--- src/sv/gttb_pkg.sv ---
// ----------------------------------------------------------------------------
// gttb_pkg
// Shared types, constants and the arctangent table for the GPS text to
// bearing unit.
// ----------------------------------------------------------------------------
package gttb_pkg;

  // Defaults for the top-level parameters
  localparam int unsigned ANGLE_FRAC_BITS_DEF = 8;
  localparam int unsigned CORDIC_STEPS_DEF    = 24;

  // Field widths
  localparam int unsigned BEARING_W  = 17;
  localparam int unsigned LAT_POS_W  = 26;
  localparam int unsigned LON_POS_W  = 30;
  localparam int unsigned DLAT_W     = LAT_POS_W + 1;
  localparam int unsigned DLON_W     = LON_POS_W + 1;
  localparam int unsigned CFG_DATA_W = LON_POS_W;

  // CORDIC datapath: differences scaled by 2^20, room for the gain
  localparam int unsigned PRESCALE   = 20;
  localparam int unsigned CW         = 56;
  localparam int unsigned STEP_W     = 5;
  localparam int unsigned ANG_W      = 32;

  // Queue between front and back
  localparam int unsigned QDEPTH     = 2;
  localparam int unsigned QPTR_W     = $clog2(QDEPTH);
  localparam int unsigned QCNT_W     = $clog2(QDEPTH + 1);

  // Configuration register indexes
  localparam logic CFG_TARGET_LAT = 1'b0;
  localparam logic CFG_TARGET_LON = 1'b1;

  // ASCII digit bounds
  localparam logic [7:0] CHAR_ZERO = 8'h30;
  localparam logic [7:0] CHAR_NINE = 8'h39;

  // Classification of one word
  typedef enum logic [1:0] {
    KIND_OK     = 2'd0,
    KIND_NOFIX  = 2'd1,
    KIND_BADDIG = 2'd2
  } kind_t;

  // One queue entry
  typedef struct packed {
    kind_t                     kind;
    logic signed [DLAT_W-1:0]  dlat;
    logic signed [DLON_W-1:0]  dlon;
  } qentry_t;

  // atan(2^-i) as a fraction of a full turn, 2^32 = 360 degrees
  function automatic logic [ANG_W-1:0] atan_turn(input logic [STEP_W-1:0] idx);
    logic [ANG_W-1:0] v;
    unique case (idx)
      5'd0:  v = 32'd536870912;
      5'd1:  v = 32'd316933406;
      5'd2:  v = 32'd167458907;
      5'd3:  v = 32'd85004756;
      5'd4:  v = 32'd42667331;
      5'd5:  v = 32'd21354465;
      5'd6:  v = 32'd10679838;
      5'd7:  v = 32'd5340245;
      5'd8:  v = 32'd2670163;
      5'd9:  v = 32'd1335087;
      5'd10: v = 32'd667544;
      5'd11: v = 32'd333772;
      5'd12: v = 32'd166886;
      5'd13: v = 32'd83443;
      5'd14: v = 32'd41722;
      5'd15: v = 32'd20861;
      5'd16: v = 32'd10430;
      5'd17: v = 32'd5215;
      5'd18: v = 32'd2608;
      5'd19: v = 32'd1304;
      5'd20: v = 32'd652;
      5'd21: v = 32'd326;
      5'd22: v = 32'd163;
      5'd23: v = 32'd81;
      5'd24: v = 32'd41;
      5'd25: v = 32'd20;
      5'd26: v = 32'd10;
      5'd27: v = 32'd5;
      5'd28: v = 32'd3;
      5'd29: v = 32'd1;
      5'd30: v = 32'd1;
      5'd31: v = 32'd0;
    endcase
    return v;
  endfunction

endpackage

--- src/sv/gps_text_to_bearing_unit.sv ---
// ----------------------------------------------------------------------------
// gps_text_to_bearing_unit
// Bearing from one NMEA-style GPS fix to a configured target position.
// ----------------------------------------------------------------------------
// Each input word carries a fix flag and latitude/longitude as ASCII text
// (ddmm.mmmm and dddmm.mmmm). The front checks and converts the text to
// 1e-4 arc-minute and takes the difference to the target registers in its
// digit, position and push states; the back turns it into a bearing in
// 1/2^ANGLE_FRAC_BITS degree, clockwise from north, using an iterative
// CORDIC that does one rotation per cycle. A valid fix passes through that
// single shift-add rotation unit, then a multiply and a final rounding
// state; a word with no fix or a bad digit returns the last bearing with
// fix_lost or format_error raised. A two-word queue lets the front take the
// next word while the back is busy. Write the target registers only while
// the unit is idle.
module gps_text_to_bearing_unit #(
  parameter int unsigned ANGLE_FRAC_BITS = gttb_pkg::ANGLE_FRAC_BITS_DEF,
  parameter int unsigned CORDIC_STEPS    = gttb_pkg::CORDIC_STEPS_DEF
) (
  input  logic                             clk,
  input  logic                             rst_n,
  // configuration write
  input  logic                             cfg_valid,
  output logic                             cfg_ready,
  input  logic                             cfg_index,
  input  logic [gttb_pkg::CFG_DATA_W-1:0]  cfg_data,
  // input words
  input  logic                             in_valid,
  output logic                             in_stall,
  input  logic                             in_fix_valid,
  input  logic [63:0]                      in_lat_text_high,
  input  logic [7:0]                       in_lat_text_low,
  input  logic [63:0]                      in_lon_text_high,
  input  logic [15:0]                      in_lon_text_low,
  // result words
  output logic                             out_valid,
  input  logic                             out_stall,
  output logic [gttb_pkg::BEARING_W-1:0]   out_bearing,
  output logic                             out_fix_lost,
  output logic                             out_format_error
);

  logic [gttb_pkg::LAT_POS_W-1:0] tgt_lat_r;
  logic [gttb_pkg::LON_POS_W-1:0] tgt_lon_r;

  logic              q_push, q_full, q_pop, q_not_empty;
  gttb_pkg::qentry_t q_wdata, q_rdata;

  assign cfg_ready = 1'b1;

  // Target registers
  always_ff @(posedge clk) begin
    if (!rst_n) begin
      tgt_lat_r <= '0;
      tgt_lon_r <= '0;
    end else if (cfg_valid && cfg_ready) begin
      unique case (cfg_index)
        gttb_pkg::CFG_TARGET_LAT: tgt_lat_r <= cfg_data[gttb_pkg::LAT_POS_W-1:0];
        gttb_pkg::CFG_TARGET_LON: tgt_lon_r <= cfg_data[gttb_pkg::LON_POS_W-1:0];
        default: ;
      endcase
    end
  end

  gttb_front u_front (
    .clk           (clk),
    .rst_n         (rst_n),
    .in_valid      (in_valid),
    .in_stall      (in_stall),
    .fix_valid     (in_fix_valid),
    .lat_text_high (in_lat_text_high),
    .lat_text_low  (in_lat_text_low),
    .lon_text_high (in_lon_text_high),
    .lon_text_low  (in_lon_text_low),
    .tgt_lat       (tgt_lat_r),
    .tgt_lon       (tgt_lon_r),
    .q_push        (q_push),
    .q_data        (q_wdata),
    .q_full        (q_full)
  );

  gttb_queue u_queue (
    .clk       (clk),
    .rst_n     (rst_n),
    .push      (q_push),
    .push_data (q_wdata),
    .full      (q_full),
    .pop       (q_pop),
    .not_empty (q_not_empty),
    .pop_data  (q_rdata)
  );

  gttb_back #(
    .ANGLE_FRAC_BITS (ANGLE_FRAC_BITS),
    .CORDIC_STEPS    (CORDIC_STEPS)
  ) u_back (
    .clk              (clk),
    .rst_n            (rst_n),
    .q_not_empty      (q_not_empty),
    .q_data           (q_rdata),
    .q_pop            (q_pop),
    .out_valid        (out_valid),
    .out_stall        (out_stall),
    .out_bearing      (out_bearing),
    .out_fix_lost     (out_fix_lost),
    .out_format_error (out_format_error)
  );

  // A result never carries both flags
  a_flags_exclusive: assert property (@(posedge clk) disable iff (!rst_n)
    out_valid |-> !(out_fix_lost && out_format_error))
    else $error("fix_lost and format_error both set");

  // The front works on one word at a time
  a_front_busy: assert property (@(posedge clk) disable iff (!rst_n)
    (in_valid && !in_stall) |=> in_stall)
    else $error("front accepted a word without going busy");

  // Never push into a full queue
  a_no_overflow: assert property (@(posedge clk) disable iff (!rst_n)
    q_full |-> !q_push)
    else $error("push into full queue");

  // Never pop an empty queue
  a_no_underflow: assert property (@(posedge clk) disable iff (!rst_n)
    q_pop |-> q_not_empty)
    else $error("pop from empty queue");

endmodule

--- src/sv/gttb_front.sv ---
// ----------------------------------------------------------------------------
// gttb_front
// Accepts a fix word, checks the digit characters, converts latitude and
// longitude text to 1e-4 arc-minute and pushes the target differences.
// ----------------------------------------------------------------------------
module gttb_front (
  input  logic                                clk,
  input  logic                                rst_n,
  input  logic                                in_valid,
  output logic                                in_stall,
  input  logic                                fix_valid,
  input  logic [63:0]                         lat_text_high,
  input  logic [7:0]                          lat_text_low,
  input  logic [63:0]                         lon_text_high,
  input  logic [15:0]                         lon_text_low,
  input  logic [gttb_pkg::LAT_POS_W-1:0]      tgt_lat,
  input  logic [gttb_pkg::LON_POS_W-1:0]      tgt_lon,
  output logic                                q_push,
  output gttb_pkg::qentry_t                   q_data,
  input  logic                                q_full
);

  typedef enum logic [3:0] {
    F_IDLE  = 4'b0001,
    F_DIGIT = 4'b0010,
    F_POS   = 4'b0100,
    F_PUSH  = 4'b1000
  } fstate_t;

  fstate_t fst_r, fst_nxt;

  // Raw text, char 0 in the top byte
  logic        fix_r;
  logic [71:0] lat_r;
  logic [79:0] lon_r;

  // Decoded fields
  gttb_pkg::kind_t kind_r, kind_nxt;
  logic [6:0]  lat_deg_r, lat_deg_nxt;
  logic [6:0]  lat_min_r, lat_min_nxt;
  logic [13:0] lat_frac_r, lat_frac_nxt;
  logic [9:0]  lon_deg_r, lon_deg_nxt;
  logic [6:0]  lon_min_r, lon_min_nxt;
  logic [13:0] lon_frac_r, lon_frac_nxt;

  // Positions
  logic [gttb_pkg::LAT_POS_W-1:0] lat_pos_r, lat_pos_nxt;
  logic [gttb_pkg::LON_POS_W-1:0] lon_pos_r, lon_pos_nxt;

  logic [3:0] la [9];
  logic [3:0] lo [10];
  logic       bad;

  function automatic logic is_digit(input logic [7:0] c);
    return (c >= gttb_pkg::CHAR_ZERO) && (c <= gttb_pkg::CHAR_NINE);
  endfunction

  assign in_stall = (fst_r != F_IDLE);

  // Digit values from the low nibble and format check; point positions are skipped
  always_comb begin
    bad = 1'b0;
    for (int k = 0; k < 9; k++) begin
      la[k] = lat_r[67 - 8*k -: 4];
      if (k != 4 && !is_digit(lat_r[71 - 8*k -: 8])) bad = 1'b1;
    end
    for (int k = 0; k < 10; k++) begin
      lo[k] = lon_r[75 - 8*k -: 4];
      if (k != 5 && !is_digit(lon_r[79 - 8*k -: 8])) bad = 1'b1;
    end
  end

  // Degrees, minutes and fractional minutes per coordinate
  always_comb begin
    lat_deg_nxt  = 7'(la[0]) * 7'd10 + 7'(la[1]);
    lat_min_nxt  = 7'(la[2]) * 7'd10 + 7'(la[3]);
    lat_frac_nxt = 14'(la[5]) * 14'd1000 + 14'(la[6]) * 14'd100
                 + 14'(la[7]) * 14'd10 + 14'(la[8]);
    lon_deg_nxt  = 10'(lo[0]) * 10'd100 + 10'(lo[1]) * 10'd10 + 10'(lo[2]);
    lon_min_nxt  = 7'(lo[3]) * 7'd10 + 7'(lo[4]);
    lon_frac_nxt = 14'(lo[6]) * 14'd1000 + 14'(lo[7]) * 14'd100
                 + 14'(lo[8]) * 14'd10 + 14'(lo[9]);
    if (!fix_r)   kind_nxt = gttb_pkg::KIND_NOFIX;
    else if (bad) kind_nxt = gttb_pkg::KIND_BADDIG;
    else          kind_nxt = gttb_pkg::KIND_OK;
  end

  // Positions in 1e-4 arc-minute
  always_comb begin
    lat_pos_nxt = gttb_pkg::LAT_POS_W'(lat_deg_r) * gttb_pkg::LAT_POS_W'(600000)
                + gttb_pkg::LAT_POS_W'(lat_min_r) * gttb_pkg::LAT_POS_W'(10000)
                + gttb_pkg::LAT_POS_W'(lat_frac_r);
    lon_pos_nxt = gttb_pkg::LON_POS_W'(lon_deg_r) * gttb_pkg::LON_POS_W'(600000)
                + gttb_pkg::LON_POS_W'(lon_min_r) * gttb_pkg::LON_POS_W'(10000)
                + gttb_pkg::LON_POS_W'(lon_frac_r);
  end

  // Differences to target and push
  always_comb begin
    q_data.kind = kind_r;
    q_data.dlat = $signed({1'b0, tgt_lat}) - $signed({1'b0, lat_pos_r});
    q_data.dlon = $signed({1'b0, tgt_lon}) - $signed({1'b0, lon_pos_r});
    q_push      = (fst_r == F_PUSH) && !q_full;
  end

  // Sequence one word through the front
  always_comb begin
    fst_nxt = fst_r;
    unique case (fst_r)
      F_IDLE:  if (in_valid) fst_nxt = F_DIGIT;
      F_DIGIT: fst_nxt = F_POS;
      F_POS:   fst_nxt = F_PUSH;
      F_PUSH:  if (!q_full) fst_nxt = F_IDLE;
      default: fst_nxt = F_IDLE;
    endcase
  end

  always_ff @(posedge clk) begin
    if (!rst_n) begin
      fst_r <= F_IDLE;
    end else begin
      fst_r <= fst_nxt;
    end
  end

  // Payload registers
  always_ff @(posedge clk) begin
    if (fst_r == F_IDLE && in_valid) begin
      fix_r <= fix_valid;
      lat_r <= {lat_text_high, lat_text_low};
      lon_r <= {lon_text_high, lon_text_low};
    end
    if (fst_r == F_DIGIT) begin
      kind_r     <= kind_nxt;
      lat_deg_r  <= lat_deg_nxt;
      lat_min_r  <= lat_min_nxt;
      lat_frac_r <= lat_frac_nxt;
      lon_deg_r  <= lon_deg_nxt;
      lon_min_r  <= lon_min_nxt;
      lon_frac_r <= lon_frac_nxt;
    end
    if (fst_r == F_POS) begin
      lat_pos_r <= lat_pos_nxt;
      lon_pos_r <= lon_pos_nxt;
    end
  end

endmodule

--- src/sv/gttb_queue.sv ---
// ----------------------------------------------------------------------------
// gttb_queue
// Short FIFO of classified words between the front and the back.
// ----------------------------------------------------------------------------
module gttb_queue (
  input  logic              clk,
  input  logic              rst_n,
  input  logic              push,
  input  gttb_pkg::qentry_t push_data,
  output logic              full,
  input  logic              pop,
  output logic              not_empty,
  output gttb_pkg::qentry_t pop_data
);

  gttb_pkg::qentry_t                entry_r [gttb_pkg::QDEPTH];
  logic [gttb_pkg::QPTR_W-1:0]      wr_ptr_r, wr_ptr_nxt;
  logic [gttb_pkg::QPTR_W-1:0]      rd_ptr_r, rd_ptr_nxt;
  logic [gttb_pkg::QCNT_W-1:0]      cnt_r, cnt_nxt;

  localparam logic [gttb_pkg::QPTR_W-1:0] LAST_PTR = gttb_pkg::QPTR_W'(gttb_pkg::QDEPTH - 1);

  assign full      = (cnt_r == gttb_pkg::QCNT_W'(gttb_pkg::QDEPTH));
  assign not_empty = (cnt_r != '0);
  assign pop_data  = entry_r[rd_ptr_r];

  // Advance pointers and count
  always_comb begin
    wr_ptr_nxt = wr_ptr_r;
    rd_ptr_nxt = rd_ptr_r;
    cnt_nxt    = cnt_r;
    if (push) wr_ptr_nxt = (wr_ptr_r == LAST_PTR) ? '0 : wr_ptr_r + 1'b1;
    if (pop)  rd_ptr_nxt = (rd_ptr_r == LAST_PTR) ? '0 : rd_ptr_r + 1'b1;
    if (push && !pop)      cnt_nxt = cnt_r + 1'b1;
    else if (!push && pop) cnt_nxt = cnt_r - 1'b1;
  end

  always_ff @(posedge clk) begin
    if (!rst_n) begin
      wr_ptr_r <= '0;
      rd_ptr_r <= '0;
      cnt_r    <= '0;
    end else begin
      wr_ptr_r <= wr_ptr_nxt;
      rd_ptr_r <= rd_ptr_nxt;
      cnt_r    <= cnt_nxt;
    end
  end

  // Store the pushed word
  always_ff @(posedge clk) begin
    if (push) entry_r[wr_ptr_r] <= push_data;
  end

endmodule

--- src/sv/gttb_back.sv ---
// ----------------------------------------------------------------------------
// gttb_back
// Iterative vectoring CORDIC on the target differences, scaling of the
// angle to degree steps, held bearing and the output register.
// ----------------------------------------------------------------------------
module gttb_back #(
  parameter int unsigned ANGLE_FRAC_BITS = gttb_pkg::ANGLE_FRAC_BITS_DEF,
  parameter int unsigned CORDIC_STEPS    = gttb_pkg::CORDIC_STEPS_DEF
) (
  input  logic                            clk,
  input  logic                            rst_n,
  input  logic                            q_not_empty,
  input  gttb_pkg::qentry_t               q_data,
  output logic                            q_pop,
  output logic                            out_valid,
  input  logic                            out_stall,
  output logic [gttb_pkg::BEARING_W-1:0]  out_bearing,
  output logic                            out_fix_lost,
  output logic                            out_format_error
);

  localparam int unsigned CW     = gttb_pkg::CW;
  localparam int unsigned BW     = gttb_pkg::BEARING_W;
  localparam int unsigned FULL   = 360 << ANGLE_FRAC_BITS;
  localparam int unsigned FULL_W = $clog2(FULL + 1);
  localparam int unsigned PW     = gttb_pkg::ANG_W + FULL_W;
  localparam logic [FULL_W-1:0]           FULL_V    = FULL_W'(FULL);
  localparam logic [PW-1:0]               HALF      = PW'(64'h8000_0000);
  localparam logic [gttb_pkg::STEP_W-1:0] LAST_STEP = gttb_pkg::STEP_W'(CORDIC_STEPS - 1);

  typedef enum logic [3:0] {
    B_IDLE = 4'b0001,
    B_ROT  = 4'b0010,
    B_MUL  = 4'b0100,
    B_FIN  = 4'b1000
  } bstate_t;

  bstate_t bst_r, bst_nxt;

  logic signed [CW-1:0]          x_r, x_nxt, y_r, y_nxt;
  logic [gttb_pkg::ANG_W-1:0]    ang_r, ang_nxt;
  logic [gttb_pkg::STEP_W-1:0]   step_r, step_nxt;
  logic                          zero_r, zero_nxt;
  logic [PW-1:0]                 prod_r;
  logic [BW-1:0]                 last_r, last_nxt;

  logic                          out_valid_r, out_valid_nxt;
  logic [BW-1:0]                 out_bearing_r, out_bearing_nxt;
  logic                          out_fix_lost_r, out_fix_lost_nxt;
  logic                          out_format_error_r, out_format_error_nxt;

  logic                          out_free;
  logic signed [CW-1:0]          x0, y0, xs, ys;
  logic                          y_pos;
  logic [PW-1:0]                 rounded;
  logic [FULL_W-1:0]             scaled;
  logic [BW+FULL_W-1:0]          scaled_ext;
  logic [BW-1:0]                 result;

  assign out_free         = !out_valid_r || !out_stall;
  assign out_valid        = out_valid_r;
  assign out_bearing      = out_bearing_r;
  assign out_fix_lost     = out_fix_lost_r;
  assign out_format_error = out_format_error_r;

  // Prescaled start vector
  always_comb begin
    x0 = CW'(q_data.dlat) <<< gttb_pkg::PRESCALE;
    y0 = CW'(q_data.dlon) <<< gttb_pkg::PRESCALE;
  end

  // One shared shift-add rotation
  always_comb begin
    xs    = x_r >>> step_r;
    ys    = y_r >>> step_r;
    y_pos = !y_r[CW-1] && (y_r != '0);
  end

  // Round angle to degree steps, wrap full circle and a zero vector to zero
  always_comb begin
    rounded    = prod_r + HALF;
    scaled     = rounded[PW-1:gttb_pkg::ANG_W];
    scaled_ext = {{BW{1'b0}}, scaled};
    if (zero_r || scaled >= FULL_V) result = '0;
    else                            result = scaled_ext[BW-1:0];
  end

  always_comb begin
    bst_nxt              = bst_r;
    x_nxt                = x_r;
    y_nxt                = y_r;
    ang_nxt              = ang_r;
    step_nxt             = step_r;
    zero_nxt             = zero_r;
    last_nxt             = last_r;
    q_pop                = 1'b0;
    out_valid_nxt        = out_valid_r && out_stall;
    out_bearing_nxt      = out_bearing_r;
    out_fix_lost_nxt     = out_fix_lost_r;
    out_format_error_nxt = out_format_error_r;
    unique case (bst_r)
      B_IDLE: begin
        if (q_not_empty) begin
          if (q_data.kind == gttb_pkg::KIND_OK) begin
            // Load the vector, fold the left half plane over
            q_pop    = 1'b1;
            zero_nxt = (q_data.dlat == '0) && (q_data.dlon == '0);
            step_nxt = '0;
            if (q_data.dlat[gttb_pkg::DLAT_W-1]) begin
              x_nxt   = -x0;
              y_nxt   = -y0;
              ang_nxt = 32'h8000_0000;
            end else begin
              x_nxt   = x0;
              y_nxt   = y0;
              ang_nxt = '0;
            end
            bst_nxt = B_ROT;
          end else if (out_free) begin
            // Hold the last bearing and flag the word
            q_pop                = 1'b1;
            out_valid_nxt        = 1'b1;
            out_bearing_nxt      = last_r;
            out_fix_lost_nxt     = (q_data.kind == gttb_pkg::KIND_NOFIX);
            out_format_error_nxt = (q_data.kind == gttb_pkg::KIND_BADDIG);
          end
        end
      end
      B_ROT: begin
        if (y_pos) begin
          x_nxt   = x_r + ys;
          y_nxt   = y_r - xs;
          ang_nxt = ang_r + gttb_pkg::atan_turn(step_r);
        end else begin
          x_nxt   = x_r - ys;
          y_nxt   = y_r + xs;
          ang_nxt = ang_r - gttb_pkg::atan_turn(step_r);
        end
        step_nxt = step_r + 1'b1;
        if (step_r == LAST_STEP) bst_nxt = B_MUL;
      end
      B_MUL: begin
        bst_nxt = B_FIN;
      end
      B_FIN: begin
        if (out_free) begin
          last_nxt             = result;
          out_valid_nxt        = 1'b1;
          out_bearing_nxt      = result;
          out_fix_lost_nxt     = 1'b0;
          out_format_error_nxt = 1'b0;
          bst_nxt              = B_IDLE;
        end
      end
      default: bst_nxt = B_IDLE;
    endcase
  end

  always_ff @(posedge clk) begin
    if (!rst_n) begin
      bst_r       <= B_IDLE;
      out_valid_r <= 1'b0;
      last_r      <= '0;
    end else begin
      bst_r       <= bst_nxt;
      out_valid_r <= out_valid_nxt;
      last_r      <= last_nxt;
    end
  end

  // Datapath and output payload
  always_ff @(posedge clk) begin
    x_r                <= x_nxt;
    y_r                <= y_nxt;
    ang_r              <= ang_nxt;
    step_r             <= step_nxt;
    zero_r             <= zero_nxt;
    out_bearing_r      <= out_bearing_nxt;
    out_fix_lost_r     <= out_fix_lost_nxt;
    out_format_error_r <= out_format_error_nxt;
    if (bst_r == B_MUL) prod_r <= PW'(ang_r) * PW'(FULL_V);
  end

endmodule
--- config.mk ---
export PLATFORM = sky130hd
export DESIGN_NAME = gps_text_to_bearing_unit
export DESIGN_NICKNAME = d
export VERILOG_FILES = /design/src/sv/gttb_pkg.sv /design/src/sv/gps_text_to_bearing_unit.sv /design/src/sv/gttb_front.sv /design/src/sv/gttb_queue.sv /design/src/sv/gttb_back.sv
export SDC_FILE = /design/constraint.sdc
export NUM_CORES = 2
export LEC_CHECK = 0
export BUFFER_PORTS_ARGS = -buffer_cell sky130_fd_sc_hd__buf_4
export CAP_MARGIN = 0
export CORE_ASPECT_RATIO = 1.1
export CORE_MARGIN = 3
export CORE_UTILIZATION = 50
export DETAILED_ROUTE_END_ITERATION = 8
export GPL_TIMING_DRIVEN = 0
export HOLD_SLACK_MARGIN = 0.08
export PLACE_DENSITY = 0.66
export SLEW_MARGIN = 15
export SYNTH_ARGS = -nofsm -noshare
export SYNTH_HDL_FRONTEND = slang
export SYNTH_SLANG_ARGS = --single-unit
export TNS_END_PERCENT = 100
--- constraint.sdc ---
create_clock -name clk -period 10.3 [get_ports clk]
set_input_delay 2.06 -clock clk [delete_from_list [all_inputs] [get_ports clk]]
set_output_delay 2.06 -clock clk [all_outputs]
set_load 0.03 [all_outputs]
==> results.json <==
{
  "status": "finished clean",
  "firstDrtPassIters": 6,
  "crit_type": "reg2reg",
  "fin_crit_sh": 0.983,
  "drt-wirelength-per-cell_um": 26.2,
  "grt_max_degree": 93,
  "fin_nets": 7845,
  "crit_fanout": 10,
  "worst_slew_pin_slew_ns": 1.34,
  "grt_setup_unrepaired": "false",
  "hp-class": "reg2reg",
  "clkSinkCount": 678,
  "fp.dieH_um": 378,
  "first_global_vias": 51800,
  "hold_violations": 0,
  "r2r_slack_ns": 0.17,
  "syn_nets": 7551,
  "cts_tree": "yes",
  "synth_top_area_cell": "edfxtp_1",
  "htree_levels": 3,
  "synth_top_cell_area_share": 0.268,
  "whs_endpoint": "u_front.lat_min_r[0]",
  "grt_overflow": 0,
  "dpl.hpwl_mm": 179,
  "layout-drive-gt1-share": 0.105,
  "vdd_drop_max_v": 0.000205,
  "clock_latency_ns": 0.71,
  "ys_ff_latch": 678,
  "netlist-cell-type-count": 91,
  "dieArea_um2": 130000,
  "place.gp.congestion": 1.09,
  "finalInstanceArea_um2": 69600,
  "rows": 135,
  "min_path_cells": 0,
  "maxCapViolCount": 0,
  "ys_seq_area_frac": 0.305,
  "drc_errors": 0,
  "power.leakage_nw": 29.5,
  "fin_ws_ns": 0.170,
  "fin_util": 0.561,
  "startpoint_type": "flip-flop",
  "die_w_um": 344,
  "coreArea_um2": 124000,
  "cts-hold-fix-buffers": 0,
  "synthArstFlopShare": 0,
  "fillers": 11100,
  "track_usage": 0.341,
  "clkTransAtPathRegs_ns": 0.06,
  "synth.avg_cell_area_um2": 9.71,
  "wl_mm": 223,
  "maxSlewViolCount": 0,
  "maxSlewHeadroom": 0.107,
  "synth_area_um2": 62800,
  "cp.required_ns": 10.69,
  "ant_nets": 0,
  "yosysWarnings": 0,
  "clock.fmax_mhz": 98.7,
  "min_from": "u_front.lat_r[40]",
  "cts_buffer_depth": 3,
  "r2r_end": "u_back.y_r[44]",
  "synth.top_cells.by_area": "edfxtp_1, ha_1, fa_1",
  "place_ws_ns": -2.68,
  "synth_enable_flop_cells": 561,
  "avgViaCountPerCell": 6.12,
  "crit_arrival_ns": 10.52,
  "syn_inst": 6474,
  "dpl_cell_area_um2": 66700,
  "reg2reg_from": "u_back.step_r[3]",
  "syn_to_final_growth_pct": 10.8,
  "grt_antenna_before_repair": 19,
  "pin_count": 211,
  "initial_core_util": 0.507,
  "r2r_cells": 23,
  "skew_ns": 0.0441,
  "grt_pass1_wl_mm": 329,
  "vias": 52000,
  "critPathCaptureType": "flip-flop",
  "drtIter0Drc": 4334,
  "pwr_density_cell_nw_per_um2": 275,
  "port_buffers": 192,
  "cts_inserted_buffers": 81,
  "cts-root-buf": "clkbuf_16",
  "min_period_ns": 10.13,
  "synth_ff_type": "edfxtp_1",
  "setup-violations-final": 0
}
logic make-up after synthesis:
| family | count (synthesis) | share of synthesized area |
|---|---|---|
| buf+inv | 820 | 0.0509 |
| mux | 382 | 0.0906 |
| other cells | 1 | 0.0000597 |
| simple gates | 1596 | 0.121 |
| xor+xnor | 527 | 0.0735 |
| fa+ha+maj | 888 | 0.199 |
| compound gates | 1582 | 0.160 |
| flops | 678 | 0.305 |
report_power, final:
part	total (mW)	leakage, nW	internal (mW)	switching [mW]
clock network	3.05	1.38	1.78	1.26
registers	4.03	6.12	3.62	0.409
logic	12.1	22.0	4.95	7.11
total	19.1	29.5	10.3	8.78
worst max-delay path: stages, from the launching register on:
cell and delay (ns):
edfxtp_1 0.54, clkbuf_1 0.31, inv_1 0.24, buf_2 0.46
buf_1 0.67, clkbuf_1 0.93, buf_1 0.84, buf_1 0.93
mux2i_1 0.56, nor2_1 0.09, nor2_1 0.30, xnor2_1 0.13
ha_1 0.51, and2_1 0.39, o2111ai_1 0.16, nor2b_1 0.16
a21oi_1 0.81, a221o_1 0.33, a221oi_1 0.15, o311ai_0 0.65
a31oi_1 0.19, o21bai_1 0.20, xnor2_1 0.14, o21ai_0 0.09
cells in the mapped netlist, types with 72 or more instances:
master,number
xnor2_1,344
a31oi_1,80
ha_1,705
mux2_2,72
fa_1,183
dfxtp_1,117
nor3_1,114
mux4_2,142
nand2_1,503
inv_1,573
edfxtp_1,561
nor2_1,441
nand3_1,82
a21o_1,158
xor2_1,183
o21ai_0,359
clkbuf_1,150
mux2i_1,167
a21oi_1,433
placed cells by master (no fill, tap or decap), drive strengths merged, types with 82 or more instances in the layout:
cell    instances
ha            705
inv           582
edfxtp        561
nand2         503
nor2          441
a21oi         433
o21ai         362
xnor2         344
buf           302
clkbuf        250
xor2          183
fa            183
mux2i         167
a21o          158
mux4          142
dfxtp         117
nor3          115
nand3          82
through the flow:
step                total power, mW  TNS, ns  std cells  hold WS (ns)
finish                         19.1        0       8485         0.417
global route                   20.6        0       8478         0.425
CTS                            19.0        0       8482         0.420
detailed placement             15.9   -98.47       8338         0.405
global placement               15.8  -155.15       8310         0.402
floorplan                      12.8        0       6474         0.400
registers in the layout, indices dropped and copies added (netlist names), 5 cells and up, named ones only:
register            cells
tgt_lat_r              26
tgt_lon_r              30
u_back.ang_r           32
u_back.last_r          17
u_back.out_bearing     17
u_back.prod_r          18
u_back.step_r           5
u_back.x_r             56
u_back.y_r             56
u_front.lat_deg_r       7
u_front.lat_frac_r     14
u_front.lat_min_r       7
u_front.lat_pos_r      26
u_front.lat_r          64
u_front.lon_deg_r      10
u_front.lon_frac_r     14
u_front.lon_min_r       7
u_front.lon_pos_r      30
u_front.lon_r          72
u_queue.entry_r       120
cell type report:
cell class | count | area, µm² | share of cell area
clock buffer | 104 | 2310 | 0.0332
tap | 1644 | 2060 | 0.0296
multi-input combinational | 4976 | 40500 | 0.582
sequential | 678 | 19200 | 0.276
timing repair buffer | 220 | 1710 | 0.0246
clock inverter | 45 | 537 | 0.00771
inverter | 577 | 2180 | 0.0313
buffer | 234 | 1080 | 0.0156
antenna | 7 | 17.5 | 0.000252
worst max-delay path by stage:
stage	startpoint	end	cells after the start
2_1_floorplan	u_front.fst_r[3]	u_front.kind_r[0]	2
6_report	u_back.step_r[3]	u_back.y_r[44]	23
3_3_place_gp	u_back.step_r[4]	u_back.y_r[54]	31
5_1_grt	u_back.step_r[3]	u_back.y_r[44]	23
4_1_cts	u_back.step_r[4]	u_back.y_r[54]	30
3_5_place_dp	u_back.step_r[4]	u_back.y_r[54]	31
metal layers:
layer  vias to the layer above  global-route usage  part of all wire
met2                      1969               0.563              0.47
li1                      24100                   -                 -
met5                         -             0.00530           0.00055
met1                     25300               0.408              0.39
met3                       567              0.0763             0.075
met4                        10               0.195             0.068
timing repair:
| item | in CTS | in global routing |
|---|---|---|
| endpoints found under the hold margin | 0 | 0 |
| resized for setup | 25 | 11 |
| setup endpoints to repair | 80 | 18 |
| pin swaps | 0 | 0 |
| setup buffers | 0 | 0 |
No activity file was read; power rests on OpenSTA's default activity.
